$ cat src/sv/is_pkg.sv
// Shared types and constants for the insertion sorter.
`timescale 1ns / 1ps
`default_nettype none
package is_pkg;
	localparam int VALUE_W     = 32;
	localparam int QUEUE_DEPTH = 4;
	localparam int QPTR_W      = $clog2(QUEUE_DEPTH);
	localparam int QCNT_W      = $clog2(QUEUE_DEPTH + 1);

	typedef struct packed {
		logic signed [VALUE_W-1:0] value;
		logic                      last;
	} item_t;
endpackage
`default_nettype wire

$ cat src/sv/is_if.sv
// Valid/ready channel interfaces for input items and sorted results.
`timescale 1ns / 1ps
`default_nettype none
interface is_in_if;
	logic               valid;
	logic               ready;
	logic signed [31:0] value;
	logic               last;

	modport source (output valid, value, last, input ready);
	modport sink   (input valid, value, last, output ready);
endinterface

interface is_out_if;
	logic               valid;
	logic               ready;
	logic signed [31:0] value_res;
	logic               last_res;
	logic               overflow;

	modport source (output valid, value_res, last_res, overflow, input ready);
	modport sink   (input valid, value_res, last_res, overflow, output ready);
endinterface
`default_nettype wire

$ cat src/sv/is_queue.sv
// Front end: accepts input transactions into a short FIFO ahead of the sorting row.
`timescale 1ns / 1ps
`default_nettype none
module is_queue
	import is_pkg::*;
(
	input  wire logic  clk,
	input  wire logic  arst_n,
	is_in_if.sink      in_ch,
	output item_t      item,
	output logic       item_valid,
	input  wire logic  item_ready
);
	item_t             mem_q [QUEUE_DEPTH];
	logic [QPTR_W-1:0] wr_ptr_q;
	logic [QPTR_W-1:0] rd_ptr_q;
	logic [QCNT_W-1:0] cnt_q;
	logic              push;
	logic              pop;

	assign in_ch.ready = (cnt_q != QCNT_W'(QUEUE_DEPTH));
	assign item_valid  = (cnt_q != '0);
	assign item        = mem_q[rd_ptr_q];
	assign push        = in_ch.valid && in_ch.ready;
	assign pop         = item_valid && item_ready;

	always_ff @(posedge clk) begin
		if (push) begin
			mem_q[wr_ptr_q] <= '{value: in_ch.value, last: in_ch.last};
		end
	end

	always_ff @(posedge clk or negedge arst_n) begin
		if (!arst_n) begin
			wr_ptr_q <= '0;
			rd_ptr_q <= '0;
			cnt_q    <= '0;
		end else begin
			if (push) begin
				wr_ptr_q <= (wr_ptr_q == QPTR_W'(QUEUE_DEPTH - 1)) ? '0 : wr_ptr_q + 1'b1;
			end
			if (pop) begin
				rd_ptr_q <= (rd_ptr_q == QPTR_W'(QUEUE_DEPTH - 1)) ? '0 : rd_ptr_q + 1'b1;
			end
			case ({push, pop})
				2'b10:   cnt_q <= cnt_q + 1'b1;
				2'b01:   cnt_q <= cnt_q - 1'b1;
				default: cnt_q <= cnt_q;
			endcase
		end
	end
endmodule
`default_nettype wire

$ cat src/sv/is_cells.sv
// Back end: row of compare-and-shift cells that inserts items and drains the sorted set.
`timescale 1ns / 1ps
`default_nettype none
module is_cells
	import is_pkg::*;
#(
	parameter int CAPACITY = 32
) (
	input  wire logic  clk,
	input  wire logic  arst_n,
	input  wire item_t item,
	input  wire logic  item_valid,
	output logic       item_ready,
	is_out_if.source   out_ch
);
	localparam int CNT_W = $clog2(CAPACITY + 1);

	logic signed [VALUE_W-1:0] data_q [CAPACITY];
	logic signed [VALUE_W-1:0] ins_d  [CAPACITY];
	logic [CAPACITY-1:0]       gt;
	logic [CNT_W-1:0]          count_q;
	logic                      drain_q;
	logic                      dropped_q;
	logic                      pop;
	logic                      full;
	logic                      fire;

	assign item_ready = !drain_q;
	assign pop        = item_valid && !drain_q;
	assign full       = (count_q == CNT_W'(CAPACITY));
	assign fire       = out_ch.valid && out_ch.ready;

	// each cell flags an occupied entry greater than the incoming value
	for (genvar i = 0; i < CAPACITY; i++) begin : g_cell
		assign gt[i] = (CNT_W'(i) < count_q) && (data_q[i] > item.value);
		if (i == 0) begin : g_first
			assign ins_d[i] = (gt[i] || count_q == '0) ? item.value : data_q[i];
		end else begin : g_rest
			assign ins_d[i] = gt[i-1] ? data_q[i-1]
			                : (gt[i] || CNT_W'(i) == count_q) ? item.value : data_q[i];
		end
	end

	always_ff @(posedge clk) begin
		if (pop && !full) begin
			data_q <= ins_d;
		end else if (fire) begin
			for (int i = 0; i < CAPACITY - 1; i++) begin
				data_q[i] <= data_q[i+1];
			end
		end
	end

	always_ff @(posedge clk or negedge arst_n) begin
		if (!arst_n) begin
			count_q   <= '0;
			drain_q   <= 1'b0;
			dropped_q <= 1'b0;
		end else if (pop) begin
			if (!full) begin
				count_q <= count_q + 1'b1;
			end else begin
				dropped_q <= 1'b1;
			end
			if (item.last) begin
				drain_q <= 1'b1;
			end
		end else if (fire) begin
			count_q <= count_q - 1'b1;
			if (count_q == CNT_W'(1)) begin
				drain_q   <= 1'b0;
				dropped_q <= 1'b0;
			end
		end
	end

	assign out_ch.valid     = drain_q;
	assign out_ch.value_res = data_q[0];
	assign out_ch.last_res  = (count_q == CNT_W'(1));
	assign out_ch.overflow  = dropped_q;

	a_count_bound: assert property (@(posedge clk) disable iff (!arst_n)
		count_q <= CNT_W'(CAPACITY))
		else $error("fill count above capacity");
	a_drain_nonempty: assert property (@(posedge clk) disable iff (!arst_n)
		drain_q |-> count_q != '0)
		else $error("draining an empty row");
	a_set_done: assert property (@(posedge clk) disable iff (!arst_n)
		fire && out_ch.last_res |=> count_q == '0 && !dropped_q && !drain_q)
		else $error("row not empty after final result");
	a_sorted_head: assert property (@(posedge clk) disable iff (!arst_n)
		fire && !out_ch.last_res |=> $past(data_q[0]) <= data_q[0])
		else $error("results out of order");
endmodule
`default_nettype wire

$ cat src/sv/insertion_sorter.sv
// Insertion sorter top level: input FIFO feeding a compare-and-shift sorting row.
// A transaction flagged last is registered in the FIFO, then sets the row's drain flag, which offers the first result.
// One item per cycle while a set streams in and the FIFO has room; a set of N results drains in N output transfers.
// While a set drains the row takes no items; the four-entry FIFO keeps accepting until it is full.
// Reset (arst_n low, asynchronous) empties the FIFO and the row and clears the overflow flag.
`timescale 1ns / 1ps
`default_nettype none
module insertion_sorter
	import is_pkg::*;
#(
	parameter int CAPACITY = 32
) (
	input wire logic clk,
	input wire logic arst_n,
	is_in_if.sink    in_ch,
	is_out_if.source out_ch
);
	// queue to row transaction
	item_t item;
	logic  item_valid;
	logic  item_ready;

	// front: buffers incoming transactions so the input can go on during a drain until the FIFO fills
	is_queue u_queue (
		.clk        (clk),
		.arst_n     (arst_n),
		.in_ch      (in_ch),
		.item       (item),
		.item_valid (item_valid),
		.item_ready (item_ready)
	);

	// back: inserts one value per cycle while not draining, in sorted order; strictly larger entries shift up,
	// so equal values keep arrival order; values past CAPACITY are dropped and flagged;
	// a last-flagged item starts the drain, lowest entry first, straight from cell zero
	is_cells #(
		.CAPACITY (CAPACITY)
	) u_cells (
		.clk        (clk),
		.arst_n     (arst_n),
		.item       (item),
		.item_valid (item_valid),
		.item_ready (item_ready),
		.out_ch     (out_ch)
	);
endmodule
`default_nettype wire

$ cat src/flat_wrapper.sv
// flat-port wrapper written by rule: the top's interface ports become plain ports
module insertion_sorter_flat import is_pkg::*;
#(
	parameter int CAPACITY = 32
)
  (clk, arst_n, in_ch_valid, in_ch_value, in_ch_last, in_ch_ready, out_ch_valid, out_ch_value_res, out_ch_last_res, out_ch_overflow, out_ch_ready);
  is_in_if in_ch_i ();
  is_out_if out_ch_i ();
  input wire logic clk;
  input wire logic arst_n;
  input wire logic [$bits(in_ch_i.valid)-1:0] in_ch_valid;
  input wire logic [$bits(in_ch_i.value)-1:0] in_ch_value;
  input wire logic [$bits(in_ch_i.last)-1:0] in_ch_last;
  output wire logic [$bits(in_ch_i.ready)-1:0] in_ch_ready;
  output wire logic [$bits(out_ch_i.valid)-1:0] out_ch_valid;
  output wire logic [$bits(out_ch_i.value_res)-1:0] out_ch_value_res;
  output wire logic [$bits(out_ch_i.last_res)-1:0] out_ch_last_res;
  output wire logic [$bits(out_ch_i.overflow)-1:0] out_ch_overflow;
  input wire logic [$bits(out_ch_i.ready)-1:0] out_ch_ready;
  assign in_ch_i.valid = in_ch_valid;
  assign in_ch_i.value = in_ch_value;
  assign in_ch_i.last = in_ch_last;
  assign in_ch_ready = in_ch_i.ready;
  assign out_ch_valid = out_ch_i.valid;
  assign out_ch_value_res = out_ch_i.value_res;
  assign out_ch_last_res = out_ch_i.last_res;
  assign out_ch_overflow = out_ch_i.overflow;
  assign out_ch_i.ready = out_ch_ready;
  insertion_sorter #(.CAPACITY(CAPACITY)) u_core (.clk(clk), .arst_n(arst_n), .in_ch(in_ch_i), .out_ch(out_ch_i));
endmodule
$ cat config.mk
export PLATFORM = sky130hd
export DESIGN_NAME = insertion_sorter_flat
export DESIGN_NICKNAME = d
export VERILOG_FILES = /design/src/sv/is_pkg.sv /design/src/sv/is_if.sv /design/src/sv/is_queue.sv /design/src/sv/is_cells.sv /design/src/sv/insertion_sorter.sv /design/src/flat_wrapper.sv
export SDC_FILE = /design/constraint.sdc
export NUM_CORES = 2
export LEC_CHECK = 0
export BUFFER_PORTS_ARGS = -buffer_cell sky130_fd_sc_hd__buf_2
export CORE_MARGIN = 2
export CORE_UTILIZATION = 30
export DETAILED_ROUTE_END_ITERATION = 7
export GPL_TIMING_DRIVEN = 0
export PLACE_DENSITY = 0.49
export SKIP_LAST_GASP = 1
export SLEW_MARGIN = 20
export SYNTH_ARGS = -nofsm -noshare
export SYNTH_HDL_FRONTEND = slang
export SYNTH_HIERARCHICAL = 1
export SYNTH_SLANG_ARGS = --single-unit
$ cat constraint.sdc
create_clock -name clk -period 16.1 [get_ports clk]
set_clock_uncertainty 0.15 [all_clocks]
set_input_delay 4.83 -clock clk [delete_from_list [all_inputs] [get_ports clk]]
set_output_delay 4.83 -clock clk [all_outputs]
set_load 0.01 [all_outputs]
* Word level (Yosys, flattened, before mapping)
Memory sizes are Yosys's and may differ from the RTL's. Cells that the tools add are included.
Cells by class: $add $sub $neg 6, $lt $le $gt $ge 64, equality and inequality tests 72, multiplexer cells 79, reduce and logical (&&, ||, !) cells 112
Operators by type and width (number):
- 32-bit 2-to-1 mux | 63
- 992-bit 2-to-1 mux | 2
- 32-bit > comparator | 32
- 5-bit by 6-bit equality test with 1-bit output (first input constant) | 16
- 5-bit by 6-bit < comparator with 1-bit output (first input constant) | 16
- 3-bit != test (second input constant) | 31
- 2-bit AND reduction | 33
- 4-bit by 6-bit equality test with 1-bit output (first input constant) | 8
- 4-bit by 6-bit < comparator with 1-bit output (first input constant) | 8
- 1-bit logical AND | 36
- 1-bit logical OR | 32
- 3-bit by 6-bit equality test with 1-bit output (first input constant) | 4
- 3-bit by 6-bit < comparator with 1-bit output (first input constant) | 4
- 6-bit 2-to-1 mux | 3
- 2-bit by 6-bit equality test with 1-bit output (first input constant) | 2
- 1-bit by 6-bit < comparator with 1-bit output (first input constant) | 2
- 2-bit by 6-bit < comparator with 1-bit output (first input constant) | 2
- 2-bit nonzero test | 5
- 1-bit 2-to-1 mux | 8
- 6-bit by 1-bit adder with 6-bit output (second input constant) | 1
- 1-bit by 6-bit equality test with 1-bit output (first input constant) | 1
- 2-bit equality test (second input constant) | 3
- 6-bit by 1-bit equality test with 1-bit output (second input constant) | 1
- 6-bit equality test (second input constant) | 1
- other kinds (13) | 19
Word-level totals: register bits after elaboration 1039, bits in writable memories 132, bits of input ports 37, output and inout port bits 36, logic and storage cells 372, memories kept 1
Memories:
- u_core.u_queue.mem_q | depth 4, bits a word 33, rd ports 1, clocked after memory_dff 0, write ports 1, line is_queue.sv:14 | item_t mem_q [QUEUE_DEPTH];

* Depth between registers and ports, before layout
An unclocked memory read counts as a cell.
word-level depth 7, gate-level depth with buffers 16, mapped depth without buffers 11

* Cells and area by module
Netlist, hierarchy kept.
By module, submodules not included:
- is_cells | instances 1, cells an instance 7026, area an instance 74057.3 um^2, sequential area each 30949.7 um^2
- is_queue | instances 1, cells an instance 213, area an instance 5210.0 um^2, sequential area each 4139.0 um^2

* Worst setup path before layout
No wires, ideal clock.
path type in2reg, start point in out_ch_ready, end point reg u_core/u_cells/data_q[928] (netlist name) (enable), setup time 441 ps, arrival time 6820 ps, data required time 15509 ps, setup slack 8690 ps, cell stages on the path 3, buffers on the path 1, cell sequence a21oi_2 clkbuf_1 a31oi_1
On the way: longest elaborated chain between the ends 3
RTL lines:
- from (decl) | line flat_wrapper.sv:19 | input wire logic [$bits(out_ch_i.ready)-1:0] out_ch_ready;
- 1-bit logical AND | line is_cells.sv:31 | assign fire = out_ch.valid && out_ch.ready;
- 2-bit nonzero test (no line)
- 2-bit AND reduction (no line)
- to (signal assigned) | line is_cells.sv:46 | data_q <= ins_d;
- to (signal, indexed assignment) | line is_cells.sv:49 | data_q[i] <= data_q[i+1];
- to (decl) | line is_cells.sv:18 | logic signed [VALUE_W-1:0] data_q [CAPACITY];
Every way passes these cells. A chain may end at the register's enable or synchronous reset.

* Worst setup path in the final report
start point reg u_core.u_cells.count_q[5], end point out out_ch_last_res
On the way: longest elaborated chain between the ends 1
RTL lines:
- from (decl) | line is_cells.sv:21 | logic [CNT_W-1:0] count_q;
- from (signal assigned) | line is_cells.sv:61 | count_q <= count_q + 1'b1;
- from (signal assigned) | line is_cells.sv:69 | count_q <= count_q - 1'b1;
- 6-bit by 1-bit equality test with 1-bit output | line is_cells.sv:79 | assign out_ch.last_res = (count_q == CNT_W'(1));
- to (decl) | line flat_wrapper.sv:17 | output wire logic [$bits(out_ch_i.last_res)-1:0] out_ch_last_res;
Every way passes these cells.

==> results.sh <==
export IMPL_status="finished, violations left"
export IMPL_failed_checks="DRC"
export IMPL_critPathCaptureType="output pin"
export IMPL_portBuffers=72
export IMPL_drive_above_1_share_pct=10.4
export IMPL_synth_seq_cells=1171
export IMPL_avgSynthCellArea_um2=11.0
export IMPL_async_flop_share_pct=1.28
export IMPL_cts_tree="yes"
export IMPL_viasPerCell=6.33
export IMPL_yosysMostFrequentCell="edfxtp_1"
export IMPL_setup_viol=0
export IMPL_synth_distinct_cells=85
export IMPL_synth_top_area_share_pct=43.8
export IMPL_die_x_um=518
export IMPL_ff2ff_path_depth=17
export IMPL_antenna_found_initial=49
export IMPL_avgRoutedWirePerCell_um=37.1
export IMPL_ys_dominant_reg_cell="edfxtp_1"
export IMPL_clkSlewWorstSetupHoldPaths_ps=60
export IMPL_post_dp_hpwl_mm=319
export IMPL_ff2ff_setup_slack_ps=8790
export IMPL_synth_nets=8311
export IMPL_slew_headroom_pct=19.4
export IMPL_critPathRequiredTime_ps=11120
export IMPL_grt_overflow=0
export IMPL_maxSlewViolCount=0
export IMPL_min_delay_path_class="reg -> reg"
export IMPL_synth_edf_count=1156
export IMPL_synth_warnings=6
export IMPL_fin_nets=8634
export IMPL_drc=1
export IMPL_die_y_um=518
export IMPL_period_share_pct=56.6
export IMPL_gp_congestion=0.990
export IMPL_grt_first_pass_wirelength_mm=556
export IMPL_grt_max_degree=34
export IMPL_cts_buffers=144
export IMPL_htreeDepth=4
export IMPL_final_hold_viol_count=0
export IMPL_postRouteWirelength_mm=418
export IMPL_start_kind="flip-flop"
export IMPL_dp_cells=10900
export IMPL_worst_slew_pin_slew_ps=1200
export IMPL_stdcell_count=11300
export IMPL_endpoint="out_ch_last_res"
export IMPL_netlist_instances=7239
export IMPL_synth_area_leader_cell="edfxtp_1"
export IMPL_fp_dieArea_um2=268000
export IMPL_grtUsageTotal_pct=30.0
export IMPL_synth_cell_area_um2=79300
export IMPL_firstDrtPassIters=8
export IMPL_crit_fanout=10
export IMPL_rsz0062_at_grt="false"
export IMPL_holdPathStages=1
export IMPL_cts_root_buf="clkbuf_16"
export IMPL_timing_rr_end="u_core/u_cells/data_q[721]"
export IMPL_fp_row_count=188
export IMPL_ys_seq_area_share_pct=44.3
export IMPL_layout_min_cycle_time_ps=9120
export IMPL_cp_startpoint="u_core/u_cells/count_q[5]"
export IMPL_cts_sinks=1171
export IMPL_hp_start="u_core/u_queue/cnt_q[2]"
export IMPL_ios=73
export IMPL_path_class="reg -> out"
export IMPL_initialDrtViolationCount=11100
export IMPL_antenna_left=0
export IMPL_reg2reg_from="u_core/u_queue/rd_ptr_q[1]"
export IMPL_area_growth_pct=16.3
export IMPL_cts_resized=0
export IMPL_ctsHoldBuffers=0
export IMPL_cp_arrival_ps=4140
export IMPL_start_util_pct=30.2
export IMPL_worstSkewPairLatency_ps=880
export IMPL_max_freq_mhz=110
export IMPL_max_cap_violations=0
export IMPL_tns_ps=0
export IMPL_cts_setup_buffers=0
export IMPL_vias=71400
export IMPL_clockBufferDepth=3
export IMPL_first_global_vias=65300
export IMPL_synth_area_leaders="edfxtp_1 44%, ha_1 16%, a221o_1 7.2%"
export IMPL_core_area_um2=263000
export IMPL_synthTopCellsByCount="1156 x edfxtp_1, 1034 x ha_1, 931 x nand2_1"
==> through the flow <==
| step | util [%] | instance area, um^2 | hold WS, ps | worst slack, ps |
|---|---|---|---|---|
| CTS | 35.0 | 91900 | 337 | 7120 |
| global route | 35.0 | 92000 | 351 | 7100 |
| floorplan | - | 79300 | 299 | 8690 |
| finish | 35.1 | 92100 | 337 | 6980 |
| detailed placement | 33.2 | 87200 | 329 | 8050 |
| global placement | 32.0 | 84000 | 333 | 4160 |
==> layer usage <==
layer | track usage [%] | wire (um) | share of wire [%]
met1 | 39.3 | 164000 | 39
met2 | 42.4 | 171000 | 41
met3 | 7.91 | 48400 | 12
met4 | 22.0 | 34800 | 8.3
met5 | 0 | 183 | 0.044
==> how the worst min path moves through the flow <==
stage / endpoint / slack, ps
global placement: u_core/u_queue/cnt_q[2] / 330
global route: u_core/u_queue/cnt_q[2] / 350
CTS: u_core/u_queue/cnt_q[2] / 340
floorplan: u_core/u_queue/cnt_q[2] / 300
detailed placement: u_core/u_queue/cnt_q[2] / 330
finish: u_core/u_queue/cnt_q[2] / 340
==> flip-flops by register name, indices dropped and copies added, names as in the netlist <==
| register | count |
|---|---|
| u_core/u_cells/count_q | 6 |
| u_core/u_cells/data_q | 992 |
| u_core/u_cells/out_ch.overflow | 1 |
| u_core/u_cells/out_ch.valid | 1 |
| u_core/u_cells/out_ch.value_res | 32 |
| u_core/u_queue/cnt_q | 3 |
| u_core/u_queue/mem_q | 132 |
| u_core/u_queue/rd_ptr_q | 2 |
| u_core/u_queue/wr_ptr_q | 2 |
==> logic make-up (layout without fill, tap and decap cells) <==
logic type / count (synthesis) / after routing / synth area share (%)
simple gates: 2171 / 2171 / 13.6
compound gates: 1924 / 1924 / 17.6
flops: 1171 / 1171 / 44.3
fa+ha+maj: 1035 / 1035 / 16.3
buf+inv: 659 / 1094 / 4.11
mux: 265 / 265 / 3.88
xor+xnor: 14 / 14 / 0.155
other cells: 0 / 86 / 0
==> layout by cell type, fill, tap and decap left out, types with 19 or more instances in the layout <==
cell type / instances
edfxtp_1: 1156
ha_1: 1034
nand2_1: 931
a221o_1: 573
a21oi_1: 443
o21ai_0: 293
and3_1: 268
clkbuf_1: 261
nand4_1: 250
mux2i_1: 228
and2_1: 222
buf_2: 183
clkbuf_16: 144
a22oi_1: 134
nor2_1: 118
o21ai_1: 115
nand3_1: 109
inv_1: 107
nor3_1: 99
diode_2: 86
o211ai_1: 66
buf_16: 62
buf_4: 61
nor4_1: 56
clkbuf_2: 52
buf_12: 51
o221ai_1: 36
nor2b_1: 35
a21o_1: 33
mux4_2: 32
inv_4: 31
clkinv_2: 28
clkinv_1: 27
a221oi_1: 24
a31oi_4: 23
buf_6: 22
a211oi_1: 21
nand2b_1: 20
a31oi_1: 19
==> worst max-delay path, cell delays in order, from the launching register on <==
cell and delay, ps:
dfrtp_1 350, buf_2 240, or2_2 310, buf_2 180
nor3_1 920, nand2_1 610, inv_1 460, buf_2 210
==> layout make-up <==
class                      instances  area [um^2]
fill                           26200       170000
multi-input combinational       5409        41400
sequential                      1171        35100
tap                             3515         4400
clock buffer                     169         3700
timing repair buffer             177         2920
buffer                           520         2820
clock inverter                    89         1040
inverter                         139          599
antenna                           86          215
Power is left out: the tool's default activity adds up to more than one toggle a clock period on the data nets, which glitch-free logic cannot reach.
